<file path="config.mk">
export PLATFORM = sky130hd
export DESIGN_NAME = refcounted_id_slot_table_flat
export DESIGN_NICKNAME = d
export VERILOG_FILES = /design/src/hw/rtl/rcslot_pkg.sv /design/src/hw/rtl/rcslot_req_if.sv /design/src/hw/rtl/rcslot_rsp_if.sv /design/src/hw/rtl/rcslot_ctrl.sv /design/src/hw/rtl/rcslot_dp.sv /design/src/hw/rtl/refcounted_id_slot_table.sv /design/src/flat_wrapper.sv
export SDC_FILE = /design/constraint.sdc
export NUM_CORES = 1
export LEC_CHECK = 0
export ABC_AREA = 1
export BUFFER_PORTS_ARGS = -buffer_cell sky130_fd_sc_hd__buf_4
export CORE_MARGIN = 2
export CORE_UTILIZATION = 34
export DETAILED_ROUTE_END_ITERATION = 10
export PLACE_DENSITY = 0.55
export SYNTH_ARGS = -nofsm -noshare
export SYNTH_HDL_FRONTEND = slang
export SYNTH_HIERARCHICAL = 1
export SYNTH_SLANG_ARGS = --single-unit
export TNS_END_PERCENT = 5
</file>
<file path="constraint.sdc">
create_clock -name clk -period 14.56 [get_ports clk]
set_input_delay 2.912 -clock clk [delete_from_list [all_inputs] [get_ports clk]]
set_output_delay 2.912 -clock clk [all_outputs]
set_load 0.005 [all_outputs]
</file>
<file path="src/hw/rtl/rcslot_pkg.sv">
// Shared types and constants for the reference-counted id slot table.
// Used by the channel interfaces, the controller, the datapath and the top level.
// No dependencies.
package rcslot_pkg;

  // Field widths of the request and response words
  localparam int CMD_W    = 2;
  localparam int ID_W     = 31;
  localparam int WORD_W   = 32;
  localparam int STATUS_W = 3;
  localparam int SLOT_W   = 3;
  localparam int LIVE_W   = 4;
  localparam int REFS_W   = 8;

  // Default table depth
  localparam int SLOTS_DEF = 8;

  // Saturation limits
  localparam logic [REFS_W-1:0] REFS_MAX = 8'd255;
  localparam logic [LIVE_W-1:0] LIVE_MAX = 4'd15;

  // Command codes; code 3 is unused and answers not found
  typedef enum logic [CMD_W-1:0] {
    CMD_REGISTER = 2'd0,
    CMD_RELEASE  = 2'd1,
    CMD_LOOKUP   = 2'd2
  } cmd_code_t;

  // Response status codes
  typedef enum logic [STATUS_W-1:0] {
    ST_JOINED   = 3'd0,
    ST_CREATED  = 3'd1,
    ST_FULL     = 3'd2,
    ST_NOTFOUND = 3'd3,
    ST_DECR     = 3'd4,
    ST_FREED    = 3'd5,
    ST_HIT      = 3'd6
  } status_code_t;

  // Controller states
  typedef enum logic [2:0] {
    S_IDLE,
    S_SEARCH,
    S_ENCODE,
    S_READ,
    S_UPDATE
  } state_t;

  // Controller to datapath commands
  typedef struct packed {
    logic capture;
    logic search;
    logic encode;
    logic read;
    logic commit;
  } dp_cmd_t;

  // Datapath to controller status
  typedef struct packed {
    logic out_free;
  } dp_status_t;

endpackage

</file>
<file path="src/hw/rtl/rcslot_req_if.sv">
// Request channel: valid/ready handshake carrying one command word.
// Depends on rcslot_pkg for field widths.
interface rcslot_req_if;
  logic                              valid;
  logic                              ready;
  logic [rcslot_pkg::CMD_W-1:0]      cmd;
  logic [rcslot_pkg::ID_W-1:0]       id;
  logic                              flag;
  logic [rcslot_pkg::WORD_W-1:0]     vec_x;
  logic [rcslot_pkg::WORD_W-1:0]     vec_y;
  logic [rcslot_pkg::WORD_W-1:0]     vec_z;

  modport source (output valid, cmd, id, flag, vec_x, vec_y, vec_z, input ready);
  modport sink   (input valid, cmd, id, flag, vec_x, vec_y, vec_z, output ready);
endinterface

</file>
<file path="src/hw/rtl/rcslot_rsp_if.sv">
// Response channel: valid/ready handshake carrying one result word.
// Depends on rcslot_pkg for field widths.
interface rcslot_rsp_if;
  logic                              valid;
  logic                              ready;
  logic [rcslot_pkg::STATUS_W-1:0]   status;
  logic [rcslot_pkg::SLOT_W-1:0]     slot;
  logic                              flag_out;
  logic [rcslot_pkg::WORD_W-1:0]     out_x;
  logic [rcslot_pkg::WORD_W-1:0]     out_y;
  logic [rcslot_pkg::WORD_W-1:0]     out_z;
  logic [rcslot_pkg::LIVE_W-1:0]     live_ids;

  modport source (output valid, status, slot, flag_out, out_x, out_y, out_z, live_ids,
                  input ready);
  modport sink   (input valid, status, slot, flag_out, out_x, out_y, out_z, live_ids,
                  output ready);
endinterface

</file>
<file path="src/hw/rtl/rcslot_ctrl.sv">
// Controller state machine of the slot table: steps one command word through
// search, encode, read and update. Depends on rcslot_pkg.
module rcslot_ctrl (
  input  logic                   clk,
  input  logic                   rst,
  input  logic                   in_valid,
  output logic                   in_ready,
  input  rcslot_pkg::dp_status_t dp_status,
  output rcslot_pkg::dp_cmd_t    dp_cmd
);

  rcslot_pkg::state_t state;
  rcslot_pkg::state_t state_next;

  // State register
  always_ff @(posedge clk) begin
    if (rst) begin
      state <= rcslot_pkg::S_IDLE;
    end else begin
      state <= state_next;
    end
  end

  // Next state
  always_comb begin
    state_next = state;
    case (state)
      rcslot_pkg::S_IDLE: begin
        if (in_valid) state_next = rcslot_pkg::S_SEARCH;
      end
      rcslot_pkg::S_SEARCH: state_next = rcslot_pkg::S_ENCODE;
      rcslot_pkg::S_ENCODE: state_next = rcslot_pkg::S_READ;
      rcslot_pkg::S_READ:   state_next = rcslot_pkg::S_UPDATE;
      rcslot_pkg::S_UPDATE: begin
        if (dp_status.out_free) state_next = rcslot_pkg::S_IDLE;
      end
      default: state_next = rcslot_pkg::S_IDLE;
    endcase
  end

  // Outputs: hold the update until the result register can take the word
  always_comb begin
    in_ready       = 1'b0;
    dp_cmd         = '0;
    case (state)
      rcslot_pkg::S_IDLE: begin
        in_ready       = 1'b1;
        dp_cmd.capture = in_valid;
      end
      rcslot_pkg::S_SEARCH: dp_cmd.search = 1'b1;
      rcslot_pkg::S_ENCODE: dp_cmd.encode = 1'b1;
      rcslot_pkg::S_READ:   dp_cmd.read   = 1'b1;
      rcslot_pkg::S_UPDATE: dp_cmd.commit = dp_status.out_free;
      default: begin
        in_ready = 1'b0;
      end
    endcase
  end

endmodule

</file>
<file path="src/hw/rtl/rcslot_dp.sv">
// Datapath of the slot table: key and used registers, parallel key compare,
// priority encode, slot memories and the result register. Depends on rcslot_pkg.
module rcslot_dp #(
  parameter int SLOTS = rcslot_pkg::SLOTS_DEF
) (
  input  logic                              clk,
  input  logic                              rst,
  input  rcslot_pkg::dp_cmd_t               dp_cmd,
  output rcslot_pkg::dp_status_t            dp_status,
  input  logic [rcslot_pkg::CMD_W-1:0]      in_cmd,
  input  logic [rcslot_pkg::ID_W-1:0]       in_id,
  input  logic                              in_flag,
  input  logic [rcslot_pkg::WORD_W-1:0]     in_x,
  input  logic [rcslot_pkg::WORD_W-1:0]     in_y,
  input  logic [rcslot_pkg::WORD_W-1:0]     in_z,
  input  logic                              out_ready,
  output logic                              out_valid,
  output logic [rcslot_pkg::STATUS_W-1:0]   out_status,
  output logic [rcslot_pkg::SLOT_W-1:0]     out_slot,
  output logic                              out_flag,
  output logic [rcslot_pkg::WORD_W-1:0]     out_x,
  output logic [rcslot_pkg::WORD_W-1:0]     out_y,
  output logic [rcslot_pkg::WORD_W-1:0]     out_z,
  output logic [rcslot_pkg::LIVE_W-1:0]     out_live
);

  localparam int IDX_W = (SLOTS > 1) ? $clog2(SLOTS) : 1;
  localparam int VEC_W = 3 * rcslot_pkg::WORD_W;

  // Captured command word
  logic [rcslot_pkg::CMD_W-1:0]  cmd_q;
  logic [rcslot_pkg::ID_W-1:0]   id_q;
  logic                          flag_q;
  logic [VEC_W-1:0]              vec_q;

  // Table state in flip-flops
  logic [SLOTS-1:0]              used;
  logic [SLOTS-1:0]              used_next;
  logic [rcslot_pkg::ID_W-1:0]   key [SLOTS];
  logic [rcslot_pkg::LIVE_W-1:0] live;
  logic [rcslot_pkg::LIVE_W-1:0] live_next;

  // Slot memories
  logic [rcslot_pkg::REFS_W-1:0] refs_mem [SLOTS];
  logic                          flag_mem [SLOTS];
  logic [VEC_W-1:0]              vec_mem  [SLOTS];

  // Search and encode results
  logic [SLOTS-1:0]              match_v;
  logic [SLOTS-1:0]              free_v;
  logic                          hit;
  logic [IDX_W-1:0]              hit_idx;
  logic                          free_ok;
  logic [IDX_W-1:0]              free_idx;

  // Registered memory read data
  logic [rcslot_pkg::REFS_W-1:0] rd_refs;
  logic                          rd_flag;
  logic [VEC_W-1:0]              rd_vec;

  // Combinational helpers
  logic                          clear_all;
  logic [SLOTS-1:0]              used_eff;
  logic                          enc_hit;
  logic [IDX_W-1:0]              enc_hit_idx;
  logic                          enc_free_ok;
  logic [IDX_W-1:0]              enc_free_idx;
  logic                          is_reg;
  logic                          is_rel;
  logic                          is_look;
  logic                          do_join;
  logic                          do_create;
  logic                          do_freed;
  logic                          do_decr;
  logic [rcslot_pkg::REFS_W-1:0] refs_dec;
  logic                          refs_we;
  logic [rcslot_pkg::REFS_W-1:0] refs_wd;
  logic                          flag_we;
  logic                          vec_we;
  logic [IDX_W-1:0]              wr_addr;
  logic [IDX_W+2:0]              idx_ext;
  logic [IDX_W-1:0]              res_idx;
  logic [rcslot_pkg::STATUS_W-1:0] res_status;
  logic                          res_has_slot;

  // Capture the command word at accept
  always_ff @(posedge clk) begin
    if (dp_cmd.capture) begin
      cmd_q  <= in_cmd;
      id_q   <= in_id;
      flag_q <= in_flag;
      vec_q  <= {in_z, in_y, in_x};
    end
  end

  // A register with no live ids sees an empty table
  assign clear_all = (cmd_q == rcslot_pkg::CMD_REGISTER) && (live == '0);
  assign used_eff  = clear_all ? '0 : used;

  // Compare the key against every slot in parallel
  always_ff @(posedge clk) begin
    if (dp_cmd.search) begin
      for (int i = 0; i < SLOTS; i++) begin
        match_v[i] <= used_eff[i] && (key[i] == id_q);
      end
      free_v <= ~used_eff;
    end
  end

  // Lowest matching and lowest free slot
  always_comb begin
    enc_hit      = 1'b0;
    enc_hit_idx  = '0;
    enc_free_ok  = 1'b0;
    enc_free_idx = '0;
    for (int i = SLOTS - 1; i >= 0; i--) begin
      if (match_v[i]) begin
        enc_hit     = 1'b1;
        enc_hit_idx = IDX_W'(i);
      end
      if (free_v[i]) begin
        enc_free_ok  = 1'b1;
        enc_free_idx = IDX_W'(i);
      end
    end
  end

  always_ff @(posedge clk) begin
    if (dp_cmd.encode) begin
      hit      <= enc_hit;
      hit_idx  <= enc_hit_idx;
      free_ok  <= enc_free_ok;
      free_idx <= enc_free_idx;
    end
  end

  // Read the matching slot
  always_ff @(posedge clk) begin
    if (dp_cmd.read) begin
      rd_refs <= refs_mem[hit_idx];
      rd_flag <= flag_mem[hit_idx];
      rd_vec  <= vec_mem[hit_idx];
    end
  end

  // Decide the update
  assign is_reg    = (cmd_q == rcslot_pkg::CMD_REGISTER);
  assign is_rel    = (cmd_q == rcslot_pkg::CMD_RELEASE);
  assign is_look   = (cmd_q == rcslot_pkg::CMD_LOOKUP);
  assign refs_dec  = (rd_refs != '0) ? rd_refs - 1'b1 : rd_refs;
  assign do_join   = is_reg && hit;
  assign do_create = is_reg && !hit && free_ok;
  assign do_freed  = is_rel && hit && (refs_dec == '0);
  assign do_decr   = is_rel && hit && (refs_dec != '0);

  always_comb begin
    refs_we = 1'b0;
    refs_wd = rd_refs;
    flag_we = 1'b0;
    vec_we  = 1'b0;
    wr_addr = hit_idx;
    if (dp_cmd.commit) begin
      if (do_join) begin
        refs_we = 1'b1;
        refs_wd = (rd_refs != rcslot_pkg::REFS_MAX) ? rd_refs + 1'b1 : rd_refs;
        flag_we = 1'b1;
      end else if (do_create) begin
        refs_we = 1'b1;
        refs_wd = rcslot_pkg::REFS_W'(1);
        flag_we = 1'b1;
        vec_we  = 1'b1;
        wr_addr = free_idx;
      end else if (do_decr) begin
        refs_we = 1'b1;
        refs_wd = refs_dec;
      end
    end
  end

  // Slot memory writes
  always_ff @(posedge clk) begin
    if (refs_we) refs_mem[wr_addr] <= refs_wd;
    if (flag_we) flag_mem[wr_addr] <= flag_q;
    if (vec_we)  vec_mem[wr_addr]  <= vec_q;
  end

  // Key store on create
  always_ff @(posedge clk) begin
    if (dp_cmd.commit && do_create) key[free_idx] <= id_q;
  end

  // Used bits and live count
  always_comb begin
    used_next = used;
    live_next = live;
    if (dp_cmd.search && clear_all) used_next = '0;
    if (dp_cmd.commit && do_create) begin
      used_next[free_idx] = 1'b1;
      if (live != rcslot_pkg::LIVE_MAX) live_next = live + 1'b1;
    end
    if (dp_cmd.commit && do_freed) begin
      used_next[hit_idx] = 1'b0;
      if (live != '0) live_next = live - 1'b1;
    end
  end

  always_ff @(posedge clk) begin
    if (rst) begin
      used <= '0;
      live <= '0;
    end else begin
      used <= used_next;
      live <= live_next;
    end
  end

  // Result status and slot
  always_comb begin
    res_status   = rcslot_pkg::ST_NOTFOUND;
    res_has_slot = 1'b0;
    res_idx      = hit_idx;
    if (is_reg) begin
      if (hit) begin
        res_status   = rcslot_pkg::ST_JOINED;
        res_has_slot = 1'b1;
      end else if (free_ok) begin
        res_status   = rcslot_pkg::ST_CREATED;
        res_has_slot = 1'b1;
        res_idx      = free_idx;
      end else begin
        res_status   = rcslot_pkg::ST_FULL;
      end
    end else if (is_rel && hit) begin
      res_status   = do_freed ? rcslot_pkg::ST_FREED : rcslot_pkg::ST_DECR;
      res_has_slot = 1'b1;
    end else if (is_look && hit) begin
      res_status   = rcslot_pkg::ST_HIT;
      res_has_slot = 1'b1;
    end
  end

  assign idx_ext = {3'b000, res_idx};

  // Result register: load on commit, drop when the word is taken
  always_ff @(posedge clk) begin
    if (rst) begin
      out_valid <= 1'b0;
    end else if (dp_cmd.commit) begin
      out_valid <= 1'b1;
    end else if (out_ready) begin
      out_valid <= 1'b0;
    end
  end

  always_ff @(posedge clk) begin
    if (dp_cmd.commit) begin
      out_status <= res_status;
      out_slot   <= res_has_slot ? idx_ext[2:0] : '0;
      out_flag   <= (is_look && hit) ? rd_flag : 1'b0;
      out_x      <= (is_look && hit) ? rd_vec[rcslot_pkg::WORD_W-1:0] : '0;
      out_y      <= (is_look && hit) ? rd_vec[2*rcslot_pkg::WORD_W-1:rcslot_pkg::WORD_W] : '0;
      out_z      <= (is_look && hit) ? rd_vec[VEC_W-1:2*rcslot_pkg::WORD_W] : '0;
      out_live   <= live_next;
    end
  end

  assign dp_status.out_free = !out_valid || out_ready;

endmodule

</file>
<file path="src/hw/rtl/refcounted_id_slot_table.sv">
// Reference-counted id slot table, top level.
// Request channel req: one word carries cmd (register, release, look up), id,
// flag and a three-word vector; it is accepted when req.valid and req.ready
// are both high. Response channel rsp: one word per request with status, slot,
// stored flag and vector (look up hits only) and the live id count.
// Each request passes search, encode and memory read, then update and result
// register load together.
// The controller walks each word through the shared compare, the priority
// encoder and the slot memories before taking the next. req.ready is high
// only while idle.
// The result register parts the two sides: the next request is taken while a
// result still waits. If rsp.ready stays low the update of the following
// request holds until the waiting word is taken.
// Reset (rst, synchronous, active high) clears all used bits, the live count,
// the result valid and the controller state. Key, flag, count and vector
// memories need no clearing: slot data counts only while its used bit is set.
// A register command arriving with a live count of zero empties the table
// before it searches.
module refcounted_id_slot_table #(
  parameter int SLOTS = rcslot_pkg::SLOTS_DEF
) (
  input  logic          clk,
  input  logic          rst,
  rcslot_req_if.sink    req,
  rcslot_rsp_if.source  rsp
);

  rcslot_pkg::dp_cmd_t    dp_cmd;
  rcslot_pkg::dp_status_t dp_status;

  // Sequence each word
  rcslot_ctrl u_ctrl (
    .clk       (clk),
    .rst       (rst),
    .in_valid  (req.valid),
    .in_ready  (req.ready),
    .dp_status (dp_status),
    .dp_cmd    (dp_cmd)
  );

  // Table and result register
  rcslot_dp #(
    .SLOTS (SLOTS)
  ) u_dp (
    .clk        (clk),
    .rst        (rst),
    .dp_cmd     (dp_cmd),
    .dp_status  (dp_status),
    .in_cmd     (req.cmd),
    .in_id      (req.id),
    .in_flag    (req.flag),
    .in_x       (req.vec_x),
    .in_y       (req.vec_y),
    .in_z       (req.vec_z),
    .out_ready  (rsp.ready),
    .out_valid  (rsp.valid),
    .out_status (rsp.status),
    .out_slot   (rsp.slot),
    .out_flag   (rsp.flag_out),
    .out_x      (rsp.out_x),
    .out_y      (rsp.out_y),
    .out_z      (rsp.out_z),
    .out_live   (rsp.live_ids)
  );

endmodule
</file>
<file path="src/flat_wrapper.sv">
// flat-port wrapper written by rule: the top's interface ports become plain ports
module refcounted_id_slot_table_flat 
#(
  parameter int SLOTS = rcslot_pkg::SLOTS_DEF
)
  (clk, rst, req_valid, req_cmd, req_id, req_flag, req_vec_x, req_vec_y, req_vec_z, req_ready, rsp_valid, rsp_status, rsp_slot, rsp_flag_out, rsp_out_x, rsp_out_y, rsp_out_z, rsp_live_ids, rsp_ready);
  rcslot_req_if req_i ();
  rcslot_rsp_if rsp_i ();
  input  logic clk;
  input  logic rst;
  input wire logic [$bits(req_i.valid)-1:0] req_valid;
  input wire logic [$bits(req_i.cmd)-1:0] req_cmd;
  input wire logic [$bits(req_i.id)-1:0] req_id;
  input wire logic [$bits(req_i.flag)-1:0] req_flag;
  input wire logic [$bits(req_i.vec_x)-1:0] req_vec_x;
  input wire logic [$bits(req_i.vec_y)-1:0] req_vec_y;
  input wire logic [$bits(req_i.vec_z)-1:0] req_vec_z;
  output wire logic [$bits(req_i.ready)-1:0] req_ready;
  output wire logic [$bits(rsp_i.valid)-1:0] rsp_valid;
  output wire logic [$bits(rsp_i.status)-1:0] rsp_status;
  output wire logic [$bits(rsp_i.slot)-1:0] rsp_slot;
  output wire logic [$bits(rsp_i.flag_out)-1:0] rsp_flag_out;
  output wire logic [$bits(rsp_i.out_x)-1:0] rsp_out_x;
  output wire logic [$bits(rsp_i.out_y)-1:0] rsp_out_y;
  output wire logic [$bits(rsp_i.out_z)-1:0] rsp_out_z;
  output wire logic [$bits(rsp_i.live_ids)-1:0] rsp_live_ids;
  input wire logic [$bits(rsp_i.ready)-1:0] rsp_ready;
  assign req_i.valid = req_valid;
  assign req_i.cmd = req_cmd;
  assign req_i.id = req_id;
  assign req_i.flag = req_flag;
  assign req_i.vec_x = req_vec_x;
  assign req_i.vec_y = req_vec_y;
  assign req_i.vec_z = req_vec_z;
  assign req_ready = req_i.ready;
  assign rsp_valid = rsp_i.valid;
  assign rsp_status = rsp_i.status;
  assign rsp_slot = rsp_i.slot;
  assign rsp_flag_out = rsp_i.flag_out;
  assign rsp_out_x = rsp_i.out_x;
  assign rsp_out_y = rsp_i.out_y;
  assign rsp_out_z = rsp_i.out_z;
  assign rsp_live_ids = rsp_i.live_ids;
  assign rsp_i.ready = rsp_ready;
  refcounted_id_slot_table #(.SLOTS(SLOTS)) u_core (.clk(clk), .rst(rst), .req(req_i), .rsp(rsp_i));
endmodule
</file>
==> flow_summary.ini <==
[placed_design]
port_buffers = 242
place_ws_ps = 6810
gp_congestion = 0.752
place_area_um2 = 58900
dp_hpwl_mm = 71.4

[detailed_routing]
dr.pass1.iters = 5
wl_mm = 128
detail-route-antenna-nets = 0
num_vias = 28800
drtIter0Drc = 2192
drc_errors = 0
avgRoutedWirePerCell_um = 21.9
via_per_inst = 4.92

[timing]
fin_setup_tns_ps = 0
fin_crit_ps = 6870
clock_skew_ps = 29.4
relSlewSlack = 0.178
fin_ws_ps = 7690
final_hold_viol_count = 0
rsz0062_at_grt = no
max_freq_mhz = 146
fin_crit_sh = 0.472
hold_ws_ps = 501
maxSlewViolCount = 0
tightest_slew_ps = 1230
setup_viol = 0

[finish]
num_antenna_cells = 0
utilization = 0.402
layout-drive-gt1-share = 0.159
syn2layout_area_growth_pct = 17.2
design_area_um2 = 63700
nets = 3802

[synthesis]
synth_area_um2 = 54300
yosys.area.top_type = edfxtp_1
async_reset_ff_frac = 0
yosys_warnings = 6
ys.flop_type = edfxtp_1
synth_mux_area_frac = 0
syn_area_per_cell_um2 = 16.3
synth.distinct_cells = 41
yosys.area.top_type_share = 0.803
synth_compound_area_frac = 0.0606
synth-seq-cells = 1470
syn-num-nets = 3475
synth-simple-area-share = 0.0714
synthTopCellsByCount = 1454 x edfxtp_1, 368 x nand2_1, 203 x nor2_1
synth_top_family_by_area = simple AND/OR/NAND/NOR gates
yosysMostFrequentCell = edfxtp_1
synth_xor_area_frac = 0.0321
yosysSeqAreaShare = 0.809
synth_area_leaders = edfxtp_1 80%, nand2_1 2.5%, xnor2_1 2.0%
syn_inst = 3336
synth_edf_count = 1454
synthAdderAreaFrac = 0.00115

[worst_setup_path]
max_stage_delay_ps = 870
crit_path_end_kind = register
startpoint = rsp_ready
cp.required_ps = 14950
crit_top_cell = buf_4
r2r-start = u_core/u_ctrl/state[1]
cp.arrival_ps = 7260
critPathKind = input port to register
crit_path_top_delay_cell = buf_4
start_kind = input port
path_cells = buf_4, inv_1, nand2_1, inv_1, nor2_4, buf_4, inv_2, nor2_4, inv_2, o21ai_1, nand2_1, inv_1, nand2_1, nor2_4, buf_4, buf_4
critPathMaxFanout = 62

[floorplanning]
core_um2 = 159000
num_io_pins = 243
dieWidth_um = 404
rows = 146
initial_core_util = 0.343
dieHeight_um = 404
dieArea_um2 = 163000

[grt]
antenna_found_initial = 7
grt_first_pass_wirelength_mm = 189
gr-usage-all-layers = 0.155
grt_overflow_total = 0
grt_pass1_vias = 29100
grt_max_degree = 129

[clock_network]
clock_tree.root_cell = clkbuf_16
cts_hold_buffers = 0
cts_tree = built
clkTransAtPathRegs_ps = 60
cts_buffers = 159
cts_setup_buffers = 0
clock_path_buffers = 3
htree_levels = 4
cts_resized = 0
clock_sinks = 1470
clkLatencyLatePin_ps = 790

[power_and_ir_drop]
p_per_area_nw_per_um2 = 139
vdd_drop_max_uv = 122
leakage_uw = 0.0213

[job]
drv_cap = 0

[outcome]
outcome = completed

[hold_path]
hp-class = register to register
hold_start = u_core/u_dp/used[4]
routing by layer:
layer / routed length (um) / GRT usage / share of wire
met3: 6350 / 0.0288 / 0.050
met4: 2400 / 0.0410 / 0.019
met2: 62500 / 0.257 / 0.49
met1: 56800 / 0.209 / 0.44
met5: 27 / 0 / 0.00021
cell type report:
cell class	instances	area [um^2]
clock buffers	191	4120
clock inverters	91	733
fillers	14500	94900
inverters	212	802
multi-input cells	1514	9160
flip-flops and latches	1470	44000
well taps	2072	2590
repair buffers	306	2320
cell usage in the layout (no fill, tap or decap), types with 4 or more instances in the layout:
cell type  netlist  routed
nor3_4           1       4
a22o_1          69      69
nand3_1         92      91
clkinv_2         0      25
nand4_1        101     101
inv_16           0       4
a221oi_1       100     100
o22ai_1          7       7
nor2_1         203     185
clkinv_16        0       4
clkbuf_1        94      31
edfxtp_1      1454    1454
o21ai_1          4       4
nor4b_1         14      14
a22oi_1        145     145
buf_4            1     304
nor2_2           3       5
nor2_4           3      19
dfxtp_1         16      16
clkinv_1         1      42
nand2_1        368     368
nor3_2           3       5
ha_1             5       5
clkbuf_16        0     160
inv_6            0       5
xor2_1          72      72
inv_2            9       8
o21ai_0         58      58
nor3_1          17      12
a21oi_1         63      63
or2_2           37      37
nor4_1           8       8
xnor2_1        127     127
bufinv_16        0       4
inv_1          202     201
sequential cells by signal (all words and copies together) (netlist names), 8 cells and up:
name,count
u_core/u_dp/rd_vec,96
u_core/u_dp/vec_mem,768
u_core/u_dp/key,248
u_core/u_dp/flag_mem,8
u_core/u_dp/refs_mem,64
u_core/u_dp/out_z,32
u_core/u_dp/free_v,8
u_core/u_dp/out_y,32
u_core/u_dp/out_x,32
u_core/u_dp/id_q,31
u_core/u_dp/rd_refs,8
u_core/u_dp/used,8
u_core/u_dp/vec_q,96
u_core/u_dp/match_v,8
power by group:
part           internal, uW  switching (uW)
clock                  2100            1660
combinational           102             190
sequential             4720            70.6
critical path: cells and delay by family:
family | cells | cell delay, ps
buf+inv | 9 | 3060
simple gates | 6 | 880
compound gates | 1 | 330
final timing paths:
| path | end | slack, ps | cells past startpoint |
|---|---|---|---|
| max | u_core/u_dp/vec_mem[7][55] | 7690 | 16 |
| min | u_core/u_dp/free_v[4] | 500 | 1 |
| max reg2reg | u_core/u_dp/vec_mem[7][55] | 9570 | 14 |
| min reg2reg | u_core/u_dp/free_v[4] | 500 | 1 |
cell families (layout without fill, tap and decap cells):
family	after synthesis	in the layout
compound gates	453	453
xor+xnor	199	199
fa+ha+maj	5	5
buf+inv	352	800
flops	1470	1470
simple gates	857	857
per-stage QoR:
step | power (uW) | cells
2_1_floorplan | 5010 | 3336
5_1_grt | 9140 | 5856
3_3_place_gp | 5180 | 5574
6_report | 8850 | 5856
3_5_place_dp | 5180 | 5574
4_1_cts | 8960 | 5856
No activity file was read; power rests on OpenSTA's default activity.
